[config.mk]
export PLATFORM = sky130hd
export DESIGN_NAME = cteb_arith
export DESIGN_NICKNAME = d
export VERILOG_FILES = /design/src/rtl/cteb_pkg.sv /design/src/rtl/cteb_arith.sv
export SDC_FILE = /design/constraint.sdc
export NUM_CORES = 1
export LEC_CHECK = 0
export ABC_CLOCK_PERIOD_IN_PS = 5100
export BUFFER_PORTS_ARGS = -buffer_cell sky130_fd_sc_hd__buf_2
export CAP_MARGIN = 20
export CORE_AREA = 5 5 181 183
export CTS_CLUSTER_SIZE = 12
export DETAILED_ROUTE_END_ITERATION = 7
export DIE_AREA = 0 0 186 188
export PLACE_DENSITY = 0.49
export RECOVER_POWER = 100
export SETUP_SLACK_MARGIN = 0.1
export SYNTH_ARGS = -nofsm -noshare
export SYNTH_HDL_FRONTEND = slang
export SYNTH_SLANG_ARGS = --single-unit
[constraint.sdc]
create_clock -name aclk -period 5.1 [get_ports aclk]
set_input_delay 0.765 -clock aclk [delete_from_list [all_inputs] [get_ports aclk]]
set_output_delay 0.765 -clock aclk [all_outputs]
set_load 0.05 [all_outputs]
[src/rtl/cteb_pkg.sv]
// Shared types and constants for the cone-tool engrave buffer.
// Used by cteb_arith, cteb_store and cone_tool_engrave_buffer_core; no dependencies.
package cteb_pkg;

    // Request kinds carried in tuser.
    localparam logic [1:0] REQ_CLEAR = 2'd0;
    localparam logic [1:0] REQ_CUT   = 2'd1;
    localparam logic [1:0] REQ_NORM  = 2'd2;
    localparam logic [1:0] REQ_READ  = 2'd3;

    // Operations of the shared arithmetic unit.
    localparam logic ARITH_SQRT = 1'b0;
    localparam logic ARITH_DIV  = 1'b1;

    // Field widths and defaults.
    localparam int CENTER_W        = 18;
    localparam int VAL_W           = 16;
    localparam int SIDE_CFG_W      = 9;
    localparam int MUL_W           = 17;
    localparam int ARITH_N_W       = 64;
    localparam int ARITH_R_W       = 32;
    localparam int DEF_IMAGE_SIDE  = 256;
    localparam int DEF_FRAC_BITS   = 8;
    localparam logic [VAL_W-1:0] PIX_FULL = 16'hFFFF;

    // Control from the sequencer to the arithmetic unit.
    typedef struct packed {
        logic start;
        logic mode;
    } arith_ctrl_t;

endpackage

[src/rtl/cteb_arith.sv]
// Shared iterative unit: 64-bit integer square root or 32/16 division,
// one bit per cycle through a single compare-subtract. Depends on cteb_pkg.
module cteb_arith (
    input  logic                           aclk,
    input  logic                           aresetn,
    input  cteb_pkg::arith_ctrl_t          ctrl,
    input  logic [cteb_pkg::ARITH_N_W-1:0] op_n,
    input  logic [cteb_pkg::VAL_W-1:0]     op_d,
    output logic                           done,
    output logic [cteb_pkg::ARITH_R_W-1:0] result
);
    import cteb_pkg::*;

    logic                 busy_reg, busy_next;
    logic                 done_reg, done_next;
    logic                 mode_reg, mode_next;
    logic [4:0]           step_reg, step_next;
    logic [ARITH_N_W-1:0] n_reg, n_next;
    logic [VAL_W-1:0]     d_reg, d_next;
    logic [32:0]          rem_reg, rem_next;
    logic [ARITH_R_W-1:0] root_reg, root_next;
    logic [34:0]          a_op, b_op, diff;
    logic                 ge;

    // One shared subtractor; the operands depend on the operation.
    // The square-root remainder reaches up to twice the partial root, so it needs 33 bits.
    always_comb begin
        if (mode_reg == ARITH_SQRT) begin
            a_op = {rem_reg, n_reg[63:62]};
            b_op = {1'b0, root_reg, 2'b01};
        end else begin
            a_op = {1'b0, rem_reg, n_reg[63]};
            b_op = {19'd0, d_reg};
        end
        diff = a_op - b_op;
        ge   = ~diff[34];
    end

    // Step sequencing.
    always_comb begin
        busy_next = busy_reg;
        done_next = 1'b0;
        mode_next = mode_reg;
        step_next = step_reg;
        n_next    = n_reg;
        d_next    = d_reg;
        rem_next  = rem_reg;
        root_next = root_reg;
        if (ctrl.start) begin
            busy_next = 1'b1;
            mode_next = ctrl.mode;
            step_next = 5'd0;
            n_next    = op_n;
            d_next    = op_d;
            rem_next  = '0;
            root_next = '0;
        end else if (busy_reg) begin
            rem_next  = ge ? diff[32:0] : a_op[32:0];
            root_next = {root_reg[ARITH_R_W-2:0], ge};
            n_next    = (mode_reg == ARITH_SQRT) ? {n_reg[61:0], 2'b00}
                                                 : {n_reg[62:0], 1'b0};
            step_next = step_reg + 5'd1;
            if (step_reg == 5'd31) begin
                busy_next = 1'b0;
                done_next = 1'b1;
            end
        end
    end

    always_ff @(posedge aclk) begin
        if (!aresetn) begin
            busy_reg <= 1'b0;
            done_reg <= 1'b0;
        end else begin
            busy_reg <= busy_next;
            done_reg <= done_next;
        end
        mode_reg <= mode_next;
        step_reg <= step_next;
        n_reg    <= n_next;
        d_reg    <= d_next;
        rem_reg  <= rem_next;
        root_reg <= root_next;
    end

    assign done   = done_reg;
    assign result = root_reg;
endmodule

Word level (Yosys, flattened, before mapping)
Index checks and enable logic that the tools add are counted.
{"block": "word_totals", "reg_bits": 153, "input_bits": 84, "output_inout_bits": 33, "word_cells": 26}
{"block": "op_classes", "add_sub_neg": 2, "n_eq_ne": 1, "mux": 10, "bitwise": 3, "reduce_logical": 2}
{"cell": "$mux W64", "n": 3}
{"cell": "$mux W35", "n": 1}
{"cell": "$sub A35 B35 Y35", "n": 1}
{"cell": "$mux W34", "n": 1}
{"cell": "$mux W33", "n": 1}
{"cell": "$add A5 B1 Y5 const B", "n": 1}
{"cell": "$eq A5 B5 Y1 const B", "n": 1}
{"cell": "$mux W1", "n": 4}
{"cell": "$not A1 Y1", "n": 3}
{"cell": "$reduce_or A3 Y1", "n": 1}
{"cell": "$reduce_bool A2 Y1", "n": 1}

Depth between registers and ports, before layout
{"block": "depth", "ltp_word": 4, "mapped_depth": 17, "ltp_nobuf": 12}

Worst setup path before layout
Ideal clock, no wire load.
{"block": "synth_path", "path_type": "reg2reg", "start": "reg mode_reg", "end": "reg rem_reg[23]", "setup_time_ns": 0.122, "t_arrival_ns": 4.301, "t_required_ns": 4.978, "slack_ns": 0.678, "path_stages_with_launch": 16, "synth_period_minus_slack_ns": 4.422, "cell_sequence": "edfxtp_1 > clkbuf_1 > buf_1 > clkbuf_1 > clkbuf_1 > nand2_1 > fa_1 > a21o_1 > a221oi_2 > o2bb2ai_1 > a21o_1 > a2111o_1 > and3_1 > buf_6 > buf_6 > o311a_1"}
{"block": "synth_via", "elab_chain_len": 3, "elab_cells_between_ends": 4, "classes_between": "1 x add/sub; 3 x mux"}
{"item": "start: declaration", "line": "cteb_arith.sv:16", "rtl": "logic mode_reg, mode_next;"}
{"item": "start signal: assignment", "line": "cteb_arith.sv:78", "rtl": "mode_reg <= mode_next;"}
{"item": "$mux W35 or $mux W34 (tied branches)", "line": "cteb_arith.sv:28", "rtl": "if (mode_reg == ARITH_SQRT) begin"}
{"item": "$sub A35 B35 Y35", "line": "cteb_arith.sv:35", "rtl": "diff = a_op - b_op;"}
{"item": "$mux W33 (*)", "line": "cteb_arith.sv:58", "rtl": "rem_next = ge ? diff[32:0] : a_op[32:0];"}
{"item": "end signal: assignment", "line": "cteb_arith.sv:82", "rtl": "rem_reg <= rem_next;"}
{"item": "end: declaration", "line": "cteb_arith.sv:20", "rtl": "logic [32:0] rem_reg, rem_next;"}
Every way passes the cells marked *; elsewhere a longest branch is shown, timed or not.
A chain may end at the register's enable or synchronous reset.

Worst setup path after layout
{"block": "layout_path", "start": "reg mode_reg", "end": "reg rem_reg[32]"}
The elaborated chain is that of the path after synthesis.

==> results.json <==
{
  "finalWirelength_mm": 23.2,
  "pwr_density_cell_nw_per_um2": 502,
  "final-hold-violation-count": 0,
  "dp_hpwl_mm": 16.2,
  "fin_nets": 1168,
  "yosysTopAreaCellShare_pct": 26.6,
  "drive_above_1_share_pct": 14.8,
  "cp.required_ns": 5.40,
  "antenna_left": 0,
  "die_w_um": 186,
  "clk_latency_ns": 0.44,
  "fillCellCount": 3270,
  "clock-sinks": 153,
  "timing.hold.ws_ns": 0.496,
  "syn_area_per_cell_sq_um": 9.46,
  "synthTopCellsByCount": "nand2_1 (139), mux2i_1 (114), nor2_1 (92), o21ai_0 (83), edfxtp_1 (81)",
  "cts_tree": "done",
  "hp-start": "rem_reg[6]",
  "worst_setup_path_start_kind": "flop",
  "violations": "max-capacitance violations, max-slew violations",
  "arrival_ns": 4.66,
  "max_freq_mhz": 229,
  "holdPathEnd": "rem_reg[6]",
  "grt_pass1_wl_mm": 37.8,
  "yosys-top-cells-area": "edfxtp_1 (27%), dfxtp_1 (16%), mux2i_1 (12%), nand2_1 (5.7%), ha_1 (4.9%)",
  "avgViaCountPerCell": 4.94,
  "die_area_sq_um": 35000,
  "placementRows": 65,
  "hold_buffers": 0,
  "critPathMaxFanout": 26,
  "whs_path_depth": 2,
  "syn_to_final_growth_pct": 15.5,
  "coreArea_sq_um": 31100,
  "die_y_um": 188,
  "crit_type": "flop to flop",
  "worst_pin_slew_ns": 1.75,
  "io_pins": 117,
  "grt_usage_pct": 13.2,
  "final-max-slew-violation-count": 35,
  "yosysSeqAreaShare_pct": 42.4,
  "period_needed_ns": 4.36,
  "clkTransAtPathRegs_ns": 0.07,
  "setup_viol": 0,
  "fin_crit_sh_pct": 85.5,
  "r2r_start": "mode_reg",
  "synth_edf_count": 81,
  "syn_inst": 966,
  "clockBufferDepth": 2,
  "ys_seq_elements": 153,
  "end_kind": "flop",
  "timing.setup.tns_ns": 0,
  "synth_top_area_cell": "edfxtp_1",
  "diodes": 0,
  "ys_async_sr_fraction_pct": 0,
  "yosysMostFrequentCell": "nand2_1",
  "antenna_found_initial": 0,
  "grt_pass1_vias": 7363,
  "yosys_warnings": 0,
  "root_buffer": "clkbuf_16",
  "leakage_nw": 4.32,
  "drc": 0,
  "synth_cell_types": 63,
  "start_util_pct": 29.4,
  "run_status": "finished, violations left",
  "worstHoldPathType": "flop to flop",
  "ctsResizeCount": 0,
  "rsz0062_at_grt": "no",
  "numPortBuffers": 116,
  "ir_worst_vdd_mv": 0.235,
  "dr.pass1.iters": 5,
  "first_iter_violations": 386,
  "r2r_slack_ns": 0.74,
  "skew_ns": 0.0150,
  "post_cts_buffers": 0,
  "overflow": 0,
  "synth_area_sq_um": 9140,
  "cts-htree-levels": 4,
  "routabilityCongestion": 0.826,
  "relSlewSlack_pct": -16.3,
  "reg2reg_to": "rem_reg[32]",
  "cap_violations": 1,
  "vias": 7214,
  "grt_max_degree": 115,
  "wl_per_cell_um": 15.9,
  "synth_top_flop_cell": "edfxtp_1",
  "cts-buffers-inserted": 17,
  "syn_nets": 1087,
  "largest_reg_flops": 64,
  "ff2ff_path_depth": 12
}
[routing by layer]
layer / global-route usage, % / vias to the layer above / share of wire [%]
met5: 0 / - / 0
met1: 17.7 / 3422 / 49
li1: - / 3684 / -
met3: 3.38 / 17 / 3.9
met4: 3.90 / 0 / 1.2
met2: 20.9 / 91 / 46
[stage by stage]
stage | instances | worst slack (ns) | cell area, sq um | utilization (%) | total power [W]
CTS | 1461 | 0.867 | 10600 | 34.2 | 0.00535
detailed placement | 1430 | 0.896 | 10100 | 32.4 | 0.00409
global route | 1461 | 0.381 | 10600 | 34.0 | 0.00572
finish | 1461 | 0.739 | 10600 | 34.0 | 0.00530
global placement | 1430 | 1.04 | 10100 | 32.4 | 0.00408
floorplan | 966 | 0.678 | 9140 | - | 0.00355
[layout by cell type (no fill, tap or decap), types with 3 or more instances in the layout]
cell type and count:
a2111oi_0 5, a211oi_1 5, a21o_1 17, a21oi_1 28, a311oi_1 24, a31o_2 3
a31oi_1 8, and3_1 7, buf_2 81, buf_4 11, clkbuf_1 37, clkbuf_16 17
clkinv_2 3, dfxtp_1 71, edfxtp_1 81, ha_1 36, inv_1 12, mux2_1 3
mux2_2 27, mux2i_1 114, nand2_1 139, nand2b_1 28, nand3_1 19, nand4_1 7
nor2_1 92, nor3_1 7, o211ai_1 3, o21a_1 8, o21ai_0 83, o311ai_0 5
xnor2_1 14, xor2_1 10
[cells by family after synthesis]
kind of cell	synth area share [%]
xor+xnor	2.30
fa+ha+maj	5.15
buf+inv	3.70
simple gates	15.5
flops	42.4
compound gates	14.8
mux	16.2
[power by group]
group | switching [W] | total (W) | internal [W] | leakage [nW]
clock network | 0.000519 | 0.00123 | 0.000715 | 0.267
registers | 0.000117 | 0.00160 | 0.00148 | 1.41
logic | 0.00149 | 0.00247 | 0.000980 | 2.64
total | 0.00213 | 0.00530 | 0.00317 | 4.32
[worst max-delay path, cell delays in order (launching register included)]
cell,delay (ns)
edfxtp_1,0.81
buf_12,0.28
mux2_2,0.37
ha_1,0.37
and3_1,0.18
a221oi_2,0.35
o2bb2ai_1,0.20
a21o_1,0.28
a2111o_1,0.39
nand3_1,0.28
buf_4,0.30
a311oi_1,0.08
a2111oi_0,0.32
[worst max-delay path by stage]
| stage | to | startpoint | cells past startpoint |
|---|---|---|---|
| after floorplan | rem_reg[23] | mode_reg | 15 |
| after global placement | rem_reg[32] | mode_reg | 12 |
| after detailed placement | rem_reg[26] | mode_reg | 11 |
| after CTS | rem_reg[26] | mode_reg | 11 |
| after global routing | rem_reg[26] | mode_reg | 11 |
| final | rem_reg[32] | mode_reg | 12 |
[cell type report]
cell class	count	area, sq um	share of cell area [%]
Multi-Input combinational cell	733	4920	46.6
Sequential cell	153	3880	36.7
Timing Repair Buffer	130	649	6.15
Tap cell	402	503	4.76
Clock buffer	19	433	4.10
Clock inverter	12	125	1.19
Inverter	12	45.0	0.427
No activity file was read; power rests on OpenSTA's default activity.
